### config.mk
export PLATFORM = sky130hd
export DESIGN_NAME = uart_rx_ring_buffer_find
export DESIGN_NICKNAME = d
export VERILOG_FILES = /design/src/urrbf_pkg.sv /design/src/urrbf_rx.sv /design/src/uart_rx_ring_buffer_find.sv
export VERILOG_INCLUDE_DIRS = /design/src /design/src/src
export SDC_FILE = /design/constraint.sdc
export NUM_CORES = 1
export LEC_CHECK = 0
export ABC_AREA = 1
export BUFFER_PORTS_ARGS = -buffer_cell sky130_fd_sc_hd__buf_2
export CAP_MARGIN = 20
export CORE_ASPECT_RATIO = 1.75
export CORE_MARGIN = 3
export CORE_UTILIZATION = 35
export DETAILED_ROUTE_END_ITERATION = 8
export PLACE_DENSITY = 0.55
export SLEW_MARGIN = 20
export SYNTH_ARGS = -nofsm -noshare
export SYNTH_HDL_FRONTEND = slang
export SYNTH_HIERARCHICAL = 1
export SYNTH_SLANG_ARGS = --single-unit
### constraint.sdc
create_clock -name clk_i -period 5.92 [get_ports clk_i]
set_input_delay 0.888 -clock clk_i [delete_from_list [all_inputs] [get_ports clk_i]]
set_output_delay 0.888 -clock clk_i [all_outputs]
set_load 0.005 [all_outputs]
### src/assert_macros.svh
// assertion macros used by uart_rx_ring_buffer_find
// needs clk_i and rst_ni in the scope where a macro is used
`ifndef ASSERT_MACROS_SVH
`define ASSERT_MACROS_SVH

// property that must hold at every clock edge out of reset
`define URRBF_ASSERT(label, prop, msg) \
  label: assert property (@(posedge clk_i) disable iff (!rst_ni) (prop)) else $error(msg);

// when ante holds, cons must hold in the next cycle
`define URRBF_ASSERT_NEXT(label, ante, cons, msg) \
  label: assert property (@(posedge clk_i) disable iff (!rst_ni) (ante) |=> (cons)) \
    else $error(msg);

`endif

### src/urrbf_pkg.sv
// types and constants for the uart receiver with ring buffer search
// used by urrbf_rx and uart_rx_ring_buffer_find
package urrbf_pkg;

  localparam int unsigned CW = 5;   // request count, offset and fill width
  localparam int unsigned BW = 8;   // byte width
  localparam int unsigned TW = 16;  // tick counter and timing register width

  localparam logic [CW-1:0] SEARCH_MAX = 5'd31;

  localparam logic [TW-1:0] START_DELAY_RST = 16'd576;
  localparam logic [TW-1:0] BIT_PERIOD_RST  = 16'd1152;

  // configuration register indexes
  localparam logic [0:0] REG_START_DELAY = 1'b0;
  localparam logic [0:0] REG_BIT_PERIOD  = 1'b1;

  typedef enum logic [2:0] {
    FUNC_NONE  = 3'd0,
    FUNC_POP   = 3'd1,
    FUNC_FIND  = 3'd2,
    FUNC_UNTIL = 3'd3,
    FUNC_CLEAR = 3'd4
  } func_e;

  typedef enum logic [1:0] {
    ST_OK        = 2'd0,
    ST_SHORT     = 2'd1,
    ST_NOT_FOUND = 2'd2
  } status_e;

  typedef struct packed {
    logic          valid;
    logic [BW-1:0] data;
  } rx_push_t;

endpackage

### src/urrbf_rx.sv
// 8n1 receive sampler, advanced once per accepted tick beat
// depends on urrbf_pkg; hands each finished byte to the ring as a push
module urrbf_rx (
  input  logic                    clk_i,
  input  logic                    rst_ni,
  input  logic                    tick_i,
  input  logic                    level_i,
  input  logic [urrbf_pkg::TW-1:0] start_delay_i,
  input  logic [urrbf_pkg::TW-1:0] bit_period_i,
  output urrbf_pkg::rx_push_t     push_o
);
  import urrbf_pkg::*;

  typedef enum logic [1:0] {
    PH_WAIT_HIGH,
    PH_ARMED,
    PH_START,
    PH_DATA
  } phase_e;

  phase_e        phase_q, phase_d;
  logic [TW-1:0] cnt_q, cnt_d;
  logic [3:0]    bits_q, bits_d;
  logic [BW-1:0] shift_q, shift_d;

  logic [TW-1:0] limit, limit_eff, cnt_inc;
  logic          done;

  assign limit     = (phase_q == PH_START) ? start_delay_i : bit_period_i;
  assign limit_eff = (limit == '0) ? TW'(1) : limit;
  assign cnt_inc   = cnt_q + TW'(1);
  assign done      = (cnt_inc >= limit_eff);

  always_comb begin
    phase_d = phase_q;
    cnt_d   = cnt_q;
    bits_d  = bits_q;
    shift_d = shift_q;
    push_o  = '0;
    if (tick_i) begin
      unique case (phase_q)
        PH_WAIT_HIGH: begin
          if (level_i) phase_d = PH_ARMED;
        end
        PH_ARMED: begin
          if (!level_i) begin
            phase_d = PH_START;
            cnt_d   = '0;
            bits_d  = '0;
            shift_d = '0;
          end
        end
        PH_START: begin
          cnt_d = done ? '0 : cnt_inc;
          if (done) phase_d = PH_DATA;
        end
        PH_DATA: begin
          cnt_d = done ? '0 : cnt_inc;
          if (done) begin
            // lsb first: new bit enters at the top
            shift_d = {level_i, shift_q[BW-1:1]};
            bits_d  = bits_q + 4'd1;
            if (bits_d >= 4'd8) begin
              push_o.valid = 1'b1;
              push_o.data  = shift_d;
              bits_d       = '0;
              phase_d      = PH_WAIT_HIGH;
            end
          end
        end
        default: phase_d = PH_WAIT_HIGH;
      endcase
    end
  end

  always_ff @(posedge clk_i or negedge rst_ni) begin
    if (!rst_ni) begin
      phase_q <= PH_WAIT_HIGH;
      cnt_q   <= '0;
      bits_q  <= '0;
      shift_q <= '0;
    end else begin
      phase_q <= phase_d;
      cnt_q   <= cnt_d;
      bits_q  <= bits_d;
      shift_q <= shift_d;
    end
  end

endmodule

### src/uart_rx_ring_buffer_find.sv
// uart 8n1 receiver feeding an overwriting ring, with pop, find, read-until and clear
// depends on urrbf_pkg, urrbf_rx and assert_macros.svh
//
// each input beat is one timer tick: tdata carries the sampled line level, the
// pop count and the match character, tuser the request code. the receiver step
// for the tick is taken in the cycle the beat is accepted; a byte completed on
// that tick is stored before the request is served.
// results leave on the master side, one beat per popped byte (tlast on the
// final one), or a single beat with tlast for find, clear, zero-count pop, short and not-found.
// timing: tready is high only while the sequencer is idle. a tick with no
// request is accepted and then decoded; short, empty and clear requests then
// send their result beat; pop reads each byte as a registered read of the
// single read port; find walks the ring through that same port, one entry
// per cycle, over at most 31 bytes, and read-until then pops the bytes up to
// the match. results go through one output register, so the next beat is
// accepted while a result still waits; a stalled receiver holds the sequencer
// before its next output load.
// reset: ring empty, receiver waiting for a high line, timing registers back
// to 576 and 1152 ticks; ring contents need no clearing.
module uart_rx_ring_buffer_find #(
  parameter int unsigned DEPTH = 32
) (
  input  logic        clk_i,
  input  logic        rst_ni,
  // configuration writes
  input  logic        cfg_we_i,
  input  logic [0:0]  cfg_idx_i,
  input  logic [15:0] cfg_data_i,
  // tick and request stream
  input  logic        s_axis_tvalid,
  output logic        s_axis_tready,
  input  logic [15:0] s_axis_tdata,   // rx_level, request_count[4:0], match_char[7:0]
  input  logic [2:0]  s_axis_tuser,   // func[2:0]
  // result stream
  output logic        m_axis_tvalid,
  input  logic        m_axis_tready,
  output logic [23:0] m_axis_tdata,   // data_byte[7:0], match_offset[4:0], fill_level[4:0]
  output logic [1:0]  m_axis_tuser,   // status[1:0]
  output logic        m_axis_tlast
);
  import urrbf_pkg::*;

  localparam int unsigned PW = (DEPTH > 1) ? $clog2(DEPTH) : 1;
  localparam int unsigned EW = (PW > CW) ? PW : CW;
  localparam logic [PW-1:0] PTR_MAX = PW'(DEPTH - 1);

  typedef enum logic [2:0] {
    S_IDLE,
    S_CMD,
    S_SCAN,
    S_POP_RD,
    S_POP_WR,
    S_SEND
  } state_e;

  state_e        state_q;
  func_e         func_q;
  logic [CW-1:0] cnt_q, scan_idx_q, cmp_idx_q, lim_q, fill_after_q;
  logic          cmp_vld_q;
  logic [BW-1:0] ch_q;
  logic [CW-1:0] res_off_q, res_fill_q;
  status_e       res_st_q;

  logic [TW-1:0] start_delay_q, bit_period_q;
  logic [PW-1:0] wp_q, rp_q;

  logic          out_vld_q, out_last_q;
  logic [BW-1:0] out_data_q;
  logic [CW-1:0] out_off_q, out_fill_q;
  status_e       out_st_q;

  logic [BW-1:0] mem [DEPTH];
  logic [BW-1:0] rdata_q;

  rx_push_t      push;
  logic          acc, out_free, out_load;
  logic          pop_busy, pop_final;
  logic [PW-1:0] wp_nx, rp_nx, rp_after_push, raddr;
  logic [PW:0]   fill_raw;
  logic [PW-1:0] fill;
  logic [EW-1:0] fill_e;
  logic [CW-1:0] off;
  logic [EW:0]   addr_sum;

  assign s_axis_tready = (state_q == S_IDLE);
  assign acc           = s_axis_tvalid && s_axis_tready;
  assign out_free      = !out_vld_q || m_axis_tready;
  assign out_load      = (state_q == S_POP_WR) || ((state_q == S_SEND) && out_free);
  assign pop_busy      = (state_q == S_POP_RD) || (state_q == S_POP_WR);
  assign pop_final     = (state_q == S_POP_WR) && (cnt_q == CW'(1));

  // config registers
  always_ff @(posedge clk_i or negedge rst_ni) begin
    if (!rst_ni) begin
      start_delay_q <= START_DELAY_RST;
      bit_period_q  <= BIT_PERIOD_RST;
    end else if (cfg_we_i) begin
      if (cfg_idx_i == REG_START_DELAY) start_delay_q <= cfg_data_i;
      if (cfg_idx_i == REG_BIT_PERIOD)  bit_period_q  <= cfg_data_i;
    end
  end

  urrbf_rx u_rx (
    .clk_i         (clk_i),
    .rst_ni        (rst_ni),
    .tick_i        (acc),
    .level_i       (s_axis_tdata[0]),
    .start_delay_i (start_delay_q),
    .bit_period_i  (bit_period_q),
    .push_o        (push)
  );

  // ring pointer arithmetic
  assign wp_nx = (wp_q == PTR_MAX) ? '0 : wp_q + PW'(1);
  assign rp_nx = (rp_q == PTR_MAX) ? '0 : rp_q + PW'(1);
  assign rp_after_push = (wp_nx == rp_q) ? rp_nx : rp_q;

  assign fill_raw = (wp_q >= rp_q) ? ({1'b0, wp_q} - {1'b0, rp_q})
                                   : ({1'b0, wp_q} + (PW+1)'(DEPTH) - {1'b0, rp_q});
  assign fill     = fill_raw[PW-1:0];
  assign fill_e   = EW'(fill);

  // shared address unit: oldest entry plus offset, wrapped once
  assign off      = (state_q == S_SCAN) ? scan_idx_q : '0;
  assign addr_sum = (EW+1)'(rp_q) + (EW+1)'(off);
  assign raddr    = (addr_sum >= (EW+1)'(DEPTH)) ? PW'(addr_sum - (EW+1)'(DEPTH))
                                                 : PW'(addr_sum);

  always_ff @(posedge clk_i) begin
    if (acc && push.valid) mem[wp_q] <= push.data;
    rdata_q <= mem[raddr];
  end

  always_ff @(posedge clk_i or negedge rst_ni) begin
    if (!rst_ni) begin
      state_q      <= S_IDLE;
      func_q       <= FUNC_NONE;
      cnt_q        <= '0;
      scan_idx_q   <= '0;
      cmp_idx_q    <= '0;
      cmp_vld_q    <= 1'b0;
      lim_q        <= '0;
      fill_after_q <= '0;
      ch_q         <= '0;
      res_off_q    <= '0;
      res_fill_q   <= '0;
      res_st_q     <= ST_OK;
      wp_q         <= '0;
      rp_q         <= '0;
      out_vld_q    <= 1'b0;
      out_last_q   <= 1'b0;
      out_data_q   <= '0;
      out_off_q    <= '0;
      out_fill_q   <= '0;
      out_st_q     <= ST_OK;
    end else begin
      if (out_vld_q && m_axis_tready && !out_load) out_vld_q <= 1'b0;

      unique case (state_q)
        S_IDLE: begin
          if (acc) begin
            func_q  <= func_e'(s_axis_tuser);
            cnt_q   <= s_axis_tdata[5:1];
            ch_q    <= s_axis_tdata[13:6];
            state_q <= S_CMD;
            // clear wins over a byte landing on the same tick
            if (func_e'(s_axis_tuser) == FUNC_CLEAR) begin
              wp_q <= '0;
              rp_q <= '0;
            end else if (push.valid) begin
              wp_q <= wp_nx;
              rp_q <= rp_after_push;
            end
          end
        end

        S_CMD: begin
          res_off_q <= '0;
          unique case (func_q)
            FUNC_POP: begin
              res_fill_q <= CW'(fill_e);
              if (EW'(cnt_q) > fill_e) begin
                res_st_q <= ST_SHORT;
                state_q  <= S_SEND;
              end else if (cnt_q == '0) begin
                res_st_q <= ST_OK;
                state_q  <= S_SEND;
              end else begin
                res_st_q     <= ST_OK;
                fill_after_q <= CW'(fill_e - EW'(cnt_q));
                state_q      <= S_POP_RD;
              end
            end
            FUNC_FIND, FUNC_UNTIL: begin
              scan_idx_q <= '0;
              cmp_vld_q  <= 1'b0;
              lim_q      <= (fill_e > EW'(SEARCH_MAX)) ? SEARCH_MAX : CW'(fill_e);
              state_q    <= S_SCAN;
            end
            FUNC_CLEAR: begin
              res_fill_q <= '0;
              res_st_q   <= ST_OK;
              state_q    <= S_SEND;
            end
            default: state_q <= S_IDLE;
          endcase
        end

        S_SCAN: begin
          // compare the entry read last cycle while the next one is fetched
          if (cmp_vld_q && (rdata_q == ch_q)) begin
            if (func_q == FUNC_FIND) begin
              res_off_q  <= cmp_idx_q;
              res_fill_q <= CW'(fill_e);
              res_st_q   <= ST_OK;
              state_q    <= S_SEND;
            end else begin
              cnt_q        <= cmp_idx_q + CW'(1);
              fill_after_q <= CW'(fill_e - EW'(cmp_idx_q) - EW'(1));
              state_q      <= S_POP_RD;
            end
          end else if (scan_idx_q == lim_q) begin
            res_off_q  <= '0;
            res_fill_q <= CW'(fill_e);
            res_st_q   <= ST_NOT_FOUND;
            state_q    <= S_SEND;
          end else begin
            cmp_vld_q  <= 1'b1;
            cmp_idx_q  <= scan_idx_q;
            scan_idx_q <= scan_idx_q + CW'(1);
          end
        end

        S_POP_RD: begin
          if (out_free) state_q <= S_POP_WR;
        end

        S_POP_WR: begin
          out_vld_q  <= 1'b1;
          out_data_q <= rdata_q;
          out_off_q  <= '0;
          out_st_q   <= ST_OK;
          out_fill_q <= fill_after_q;
          out_last_q <= (cnt_q == CW'(1));
          rp_q       <= rp_nx;
          cnt_q      <= cnt_q - CW'(1);
          state_q    <= (cnt_q == CW'(1)) ? S_IDLE : S_POP_RD;
        end

        S_SEND: begin
          if (out_free) begin
            out_vld_q  <= 1'b1;
            out_data_q <= '0;
            out_off_q  <= res_off_q;
            out_st_q   <= res_st_q;
            out_fill_q <= res_fill_q;
            out_last_q <= 1'b1;
            state_q    <= S_IDLE;
          end
        end

        default: state_q <= S_IDLE;
      endcase
    end
  end

  assign m_axis_tvalid = out_vld_q;
  assign m_axis_tdata  = {6'b0, out_fill_q, out_off_q, out_data_q};
  assign m_axis_tuser  = out_st_q;
  assign m_axis_tlast  = out_last_q;

`include "assert_macros.svh"

  `URRBF_ASSERT(a_ptr_range, (wp_q <= PTR_MAX) && (rp_q <= PTR_MAX), "ring pointer out of range")
  `URRBF_ASSERT(a_pop_cnt, pop_busy |-> (cnt_q != '0), "pop with zero count")
  `URRBF_ASSERT_NEXT(a_pop_last, pop_final, (state_q == S_IDLE) && m_axis_tlast, "last unmarked")

endmodule

# After elaboration in Yosys (flattened, before gate mapping)
# Memories as Yosys holds them, arrays and structs flattened. A register that Yosys moved wholly into a read port is not among the register bits.
# Cells that the tools add are included.
dict set report totals {
  register_bits 146
  latchBits 0
  ram_bits 256
  mem_bits_ro 0
  in_bits 41
  output_inout_bits 29
  word_cells 225
  memories 1
}
dict set report op_classes {
  add_sub_neg 15
  multipliers 0
  div_mod_pow 0
  magnitude_cmp 6
  n_eq_ne 40
  n_shift 0
  muxes 94
  bitwise 3
  n_reduce_logical 40
}
# memory depth word_bits read_ports rd_clocked_by_memory_dff write_ports line_no
set mem_list {}
lappend mem_list {mem 32 8 1 1 1 uart_rx_ring_buffer_find.sv:72} ;# logic [BW-1:0] mem [DEPTH];
# op n
set ops {}
lappend ops {{5-bit two-way mux} 31}
lappend ops {{5-bit one-hot mux with 2 select lines} 8}
lappend ops {{16-bit two-way mux} 4}
lappend ops {{9-bit two-way mux} 4}
lappend ops {{16-bit one-hot mux with 2 select lines} 1}
lappend ops {{8-bit one-hot mux with 2 select lines} 2}
lappend ops {{5-bit by 1-bit adder with 5-bit output, second input constant} 5}
lappend ops {{3-bit two-way mux} 8}
lappend ops {{8-bit two-way mux} 3}
lappend ops {{4-bit AND reduction} 6}
lappend ops {{2-bit inequality test, second input constant} 11}
lappend ops {{2-bit two-way mux} 10}
lappend ops {{5-bit subtractor} 4}
lappend ops {{3-bit one-hot mux with 6 select lines} 1}
lappend ops {{16-bit by 1-bit adder with 16-bit output, second input constant} 1}
lappend ops {{16-bit greater-or-equal comparator} 1}
lappend ops {{16-bit logical NOT} 1}
lappend ops {{5-bit one-hot mux with 3 select lines} 1}
lappend ops {{5-bit by 1-bit subtractor with 5-bit output, second input constant} 3}
lappend ops {{3-bit by 2-bit == test with 1-bit output, second input constant} 4}
lappend ops {{3-bit == test, second input constant} 4}
lappend ops {{4-bit two-way mux} 3}
lappend ops {{2-bit one-hot mux with 2 select lines} 3}
lappend ops {{3-bit AND reduction} 4}
lappend ops {{35 further kinds} 75}

# Longest topological paths before layout
dict set report logic_depth {
  word_depth 12
  mapped_depth 32
  depth_no_buf 31
}

# Cells and area by module
# The synthesis kept the hierarchy.
# module instances cells_per_inst area_each_um2 seq_area_each_um2
set modules_own_cells {}
lappend modules_own_cells {uart_rx_ring_buffer_find 1 1600 16704.8 10755.3}
lappend modules_own_cells {urrbf_rx 1 333 2434.8 725.7}

# Worst setup path after synthesis
# No wires, ideal clock.
dict set report synth_path {
  path_kind {flip-flop to flip-flop}
  from {reg u_rx.phase_q[0]}
  to {mem mem[10][0], enable pin}
  arrival_time_ps 2983
  t_required_ps 5550
  path_slack_ps 2567
  path_stages_with_launch 23
  n_path_buf 2
  cell_sequence {dfrtp_1 > inv_1 > ha_1 > buf_2 > buf_6 > mux2i_1 > nand4_1 > nor2_1 > nand2_1 > nand2_1 > ha_1 > nand4_1 > nor2_1 > nor2_1 > nand2_1 > nand2_1 > nand2_2 > nand3_2 > inv_1 > inv_1 > nor2_4 > nand2_2 > nor2_1}
}
# item line_no
set synth_rtl {}
lappend synth_rtl {{start, declared} urrbf_rx.sv:21} ;# phase_e phase_q, phase_d;
lappend synth_rtl {{start signal, assigned} urrbf_rx.sv:83} ;# phase_q <= phase_d;
lappend synth_rtl {{end, declared} uart_rx_ring_buffer_find.sv:72}

==> impl_metrics.xml <==
<?xml version="1.0" encoding="UTF-8"?>
<metrics>
  <group name="sta">
    <metric name="fin_crit" unit="ns">4.80</metric>
    <metric name="timing.fmax" unit="MHz">208</metric>
    <metric name="worst_pin_slew" unit="ns">0.938</metric>
    <metric name="timing.final.ws_setup" unit="ns">1.12</metric>
    <metric name="maxSlewViolCount" unit="">0</metric>
    <metric name="hold_viol_final" unit="">0</metric>
    <metric name="finalSetupViolCount" unit="">0</metric>
    <metric name="fin_worst_skew" unit="ns">0.0298</metric>
    <metric name="final.period_utilization" unit="%">81.1</metric>
    <metric name="timing.setup.tns" unit="ns">0</metric>
    <metric name="timing.slew.headroom" unit="%">37.4</metric>
    <metric name="unrepaired_setup_endpoints_after_global_routing" unit="">false</metric>
  </group>
  <group name="critical_path">
    <metric name="rr_endpoint" unit="">mem[21][0]</metric>
    <metric name="timing.critical_path.arrival" unit="ns">5.00</metric>
    <metric name="timing.reg2reg.setup_slack" unit="ns">1.12</metric>
    <metric name="crit_path_max_fanout" unit="">9</metric>
    <metric name="r2r-start" unit="">u_rx/phase_q[0]</metric>
    <metric name="cp-start-kind" unit="">flip-flop</metric>
    <metric name="timing.critical_path.required" unit="ns">6.11</metric>
    <metric name="timing.critical_path.to_type" unit="">flip-flop</metric>
    <metric name="criticalPathCategory" unit="">reg -&gt; reg</metric>
    <metric name="reg2regPathDepth" unit="">21</metric>
  </group>
  <group name="clock_tree">
    <metric name="cts_inserted_buffers" unit="">41</metric>
    <metric name="clock_transition_time_at_the_flip_flop_clock_pins_of_the_worst_setup_and_hold_paths" unit="ns">0.07</metric>
    <metric name="clock_sink_count" unit="">409</metric>
    <metric name="holdBufCountCts" unit="">0</metric>
    <metric name="insertion_delay" unit="ns">0.57</metric>
    <metric name="max-clock-path-buffers" unit="">3</metric>
    <metric name="cts_setup_buffers" unit="">0</metric>
    <metric name="cts-resized-gates" unit="">0</metric>
    <metric name="ctsRootBufferMaster" unit="">clkbuf_16</metric>
    <metric name="tritoncts_clock_tree" unit="">yes</metric>
    <metric name="cts-htree-levels" unit="">2</metric>
  </group>
  <group name="final_layout">
    <metric name="area_growth" unit="%">12.4</metric>
    <metric name="design_area" unit="um2">21500</metric>
    <metric name="layout-drive-gt1-share" unit="%">10.6</metric>
    <metric name="fillers" unit="">5293</metric>
    <metric name="antenna_cells" unit="">0</metric>
    <metric name="design.final.nets" unit="">2079</metric>
  </group>
  <group name="yosys">
    <metric name="postSynth.topFlopCell" unit="">edfxtp_1</metric>
    <metric name="synth-seq-cells" unit="">409</metric>
    <metric name="synthXorXnorAreaFrac" unit="%">1.78</metric>
    <metric name="post_synth_and_or_nand_nor_area_fraction" unit="%">16.1</metric>
    <metric name="synth_compound_area_share" unit="%">11.8</metric>
    <metric name="adder_cell_area_share_of_the_yosys_netlist" unit="%">3.75</metric>
    <metric name="netlist_area" unit="um2">19100</metric>
    <metric name="ys_seq_area_share" unit="%">60.0</metric>
    <metric name="syn_avg_cell_area" unit="um2">9.90</metric>
    <metric name="synth_top_cells_by_area" unit="">edfxtp_1, dfrtp_1, nand2_1, o21ai_0, nor2_1</metric>
    <metric name="synthDominantAreaCellType" unit="">edfxtp_1</metric>
    <metric name="yosysWarnings" unit="">6</metric>
    <metric name="yosys.cell_count.top_type" unit="">nand2_1</metric>
    <metric name="synth_cells" unit="">1933</metric>
    <metric name="synth_top_family_by_area" unit="">simple AND/OR/NAND/NOR gates</metric>
    <metric name="synthMuxAreaShare" unit="%">0.680</metric>
    <metric name="synth_cell_count_leaders" unit="">nand2_1, edfxtp_1, nor2_1, o21ai_0, inv_1</metric>
    <metric name="ys_async_sr_fraction" unit="%">35.5</metric>
    <metric name="synth.top_cell.area_share" unit="%">40.2</metric>
    <metric name="number_of_synthesized_flops_with_an_enable_pin" unit="">256</metric>
    <metric name="count_of_cell_types_in_the_netlist" unit="">53</metric>
  </group>
  <group name="power">
    <metric name="vdd_drop_max" unit="mV">0.296</metric>
    <metric name="post-layout-total-power" unit="W">0.0104</metric>
    <metric name="power.static_leakage" unit="nW">8.92</metric>
    <metric name="power.density_cell_area" unit="nW/um2">482</metric>
  </group>
  <group name="min_path">
    <metric name="timing.hold.worst.class" unit="">in -&gt; async</metric>
  </group>
  <group name="die">
    <metric name="floorplan.die.width" unit="um">183</metric>
    <metric name="starting_density_of_the_core" unit="%">35.7</metric>
    <metric name="fp.coreArea" unit="um2">53700</metric>
    <metric name="core.rowCount" unit="">112</metric>
    <metric name="floorplan.die.height" unit="um">315</metric>
    <metric name="pin_count" unit="">70</metric>
    <metric name="total_die_area" unit="um2">57600</metric>
  </group>
  <group name="placement">
    <metric name="dp_slack" unit="ns">1.01</metric>
    <metric name="placed_area" unit="um2">20200</metric>
    <metric name="gpl.final_weighted_congestion" unit="">0.890</metric>
    <metric name="place.port_buffers" unit="">61</metric>
    <metric name="dp_hpwl" unit="mm">33.5</metric>
  </group>
  <group name="detailed_routing">
    <metric name="firstDrtPassIters" unit="">5</metric>
    <metric name="drt-total-wl" unit="mm">48.6</metric>
    <metric name="vias" unit="">13500</metric>
    <metric name="detail_route.vias_per_cell" unit="">5.02</metric>
    <metric name="post_drt_wl_per_cell" unit="um">18.0</metric>
    <metric name="drc_errors" unit="">0</metric>
    <metric name="antenna_left" unit="">0</metric>
    <metric name="first_iter_violations" unit="">775</metric>
  </group>
  <group name="global_routing">
    <metric name="grt_antenna_before_repair" unit="">1</metric>
    <metric name="grt_pass1_vias" unit="">13900</metric>
    <metric name="grt_pass1_wl" unit="mm">76.4</metric>
    <metric name="grt_overflow" unit="">0</metric>
    <metric name="pin_count_of_the_biggest_net_entering_global_routing" unit="">94</metric>
    <metric name="globalRouteTotalUtil" unit="%">16.7</metric>
  </group>
  <group name="flow_run">
    <metric name="drv_cap" unit="">0</metric>
  </group>
  <group name="status">
    <metric name="status" unit="">finished, final reports clean</metric>
  </group>
</metrics>
==> cell families (layout without fill, tap and decap cells) <==
kind of cell | Yosys count | in the layout
AO/OA/AOI/OAI | 401 | 401
XOR/XNOR | 35 | 35
adder cells (fa/ha/maj) | 55 | 55
buffers and inverters | 280 | 357
flip-flops | 409 | 409
multiplexers | 13 | 13
other | 1 | 6
AND/OR/NAND/NOR | 739 | 739
==> cell type report <==
| cell class | instances | area [um2] | area share (%) |
|---|---|---|---|
| clock buffers | 60 | 1200 | 5.56 |
| clock inverters | 15 | 168 | 0.779 |
| inverters | 204 | 772 | 3.59 |
| multi-input cells | 1249 | 6590 | 30.6 |
| flip-flops and latches | 409 | 11500 | 53.4 |
| well taps | 684 | 856 | 3.98 |
| repair buffers | 78 | 452 | 2.10 |
==> report_power, final <==
part	switching, W	internal, W	total (W)
Combinational	0.00282	0.00135	0.00417
Clock	0.00113	0.00151	0.00263
Sequential	0.000263	0.00331	0.00357
==> registers in the layout, indices dropped and copies added, names as in the netlist, 7 cells and up <==
name and cells:
bit_period_q 16, ch_q 8, mem 256, out_data_q 8
rdata_q 8, start_delay_q 16, u_rx/cnt_q 16, u_rx/shift_q 7
==> worst max-delay path by stage <==
| stage | from | to | slack (ns) | cells after the start |
|---|---|---|---|---|
| floorplan | u_rx/phase_q[0] | mem[10][0] | 2.57 | 22 |
| global placement | u_rx/phase_q[0] | mem[20][1] | 1.09 | 21 |
| detailed placement | u_rx/phase_q[0] | mem[25][3] | 1.01 | 21 |
| CTS | u_rx/phase_q[0] | mem[25][4] | 0.98 | 21 |
| global route | u_rx/phase_q[0] | mem[21][0] | 0.58 | 21 |
| finish | u_rx/phase_q[0] | mem[21][0] | 1.12 | 21 |
==> metrics by stage <==
stage                     util [%]  hold slack, ns  cells
after CTS                     40.1           0.441   2699
final                         40.1           0.395   2699
after global placement        37.6           0.462   2624
after global routing          40.1           0.463   2699
after detailed placement      37.6           0.464   2624
after floorplan                  -           0.442   1938
==> worst max-delay path: stages (launching register included) <==
cell	delay, ns
dfrtp_1	0.42
inv_1	0.13
ha_1	0.51
buf_4	0.29
mux2i_1	0.32
nand4_1	0.14
nor2_1	0.12
nand2_1	0.05
nand2_1	0.08
ha_1	0.13
nand4_1	0.09
nor2_1	0.09
nor2_1	0.04
nand2_1	0.10
nand2_1	0.08
nand2_2	0.10
nand3_2	0.25
inv_1	0.21
inv_1	0.10
nor2_4	0.21
nand2_2	0.25
nor2_1	0.70
==> metal layers <==
metal	up-vias	wire length (um)	global-route usage (%)
met5	-	8	0
met3	102	1680	2.13
met2	291	26800	32.9
li1	6628	-	-
met4	2	2000	6.79
met1	6524	18100	17.8
==> layout by cell type, fill, tap and decap left out, types with 3 or more instances in the layout <==
master and count:
dfxtp_1 8, xnor2_1 9, o21ai_0 238, o211ai_1 32, nand3b_1 3, nor2_2 11, dfrtp_1 141, dfstp_2 4
nor2_4 6, inv_2 9, nand3_1 83, xor2_1 23, o21ai_1 9, nand3_2 3, clkinv_2 5, edfxtp_1 256
inv_1 191, buf_2 60, clkbuf_16 42, o21ai_2 10, nor2_1 242, o22ai_1 57, nand2_1 354, conb_1 6
a22o_1 7, clkbuf_8 7, nand2_2 11, a21oi_1 36, fa_1 3, buf_4 16, nand4_1 11, mux2i_1 13
nor3_1 6, clkbuf_1 9, o21bai_1 5, ha_1 50
Power figures use the tool's default switching activity.
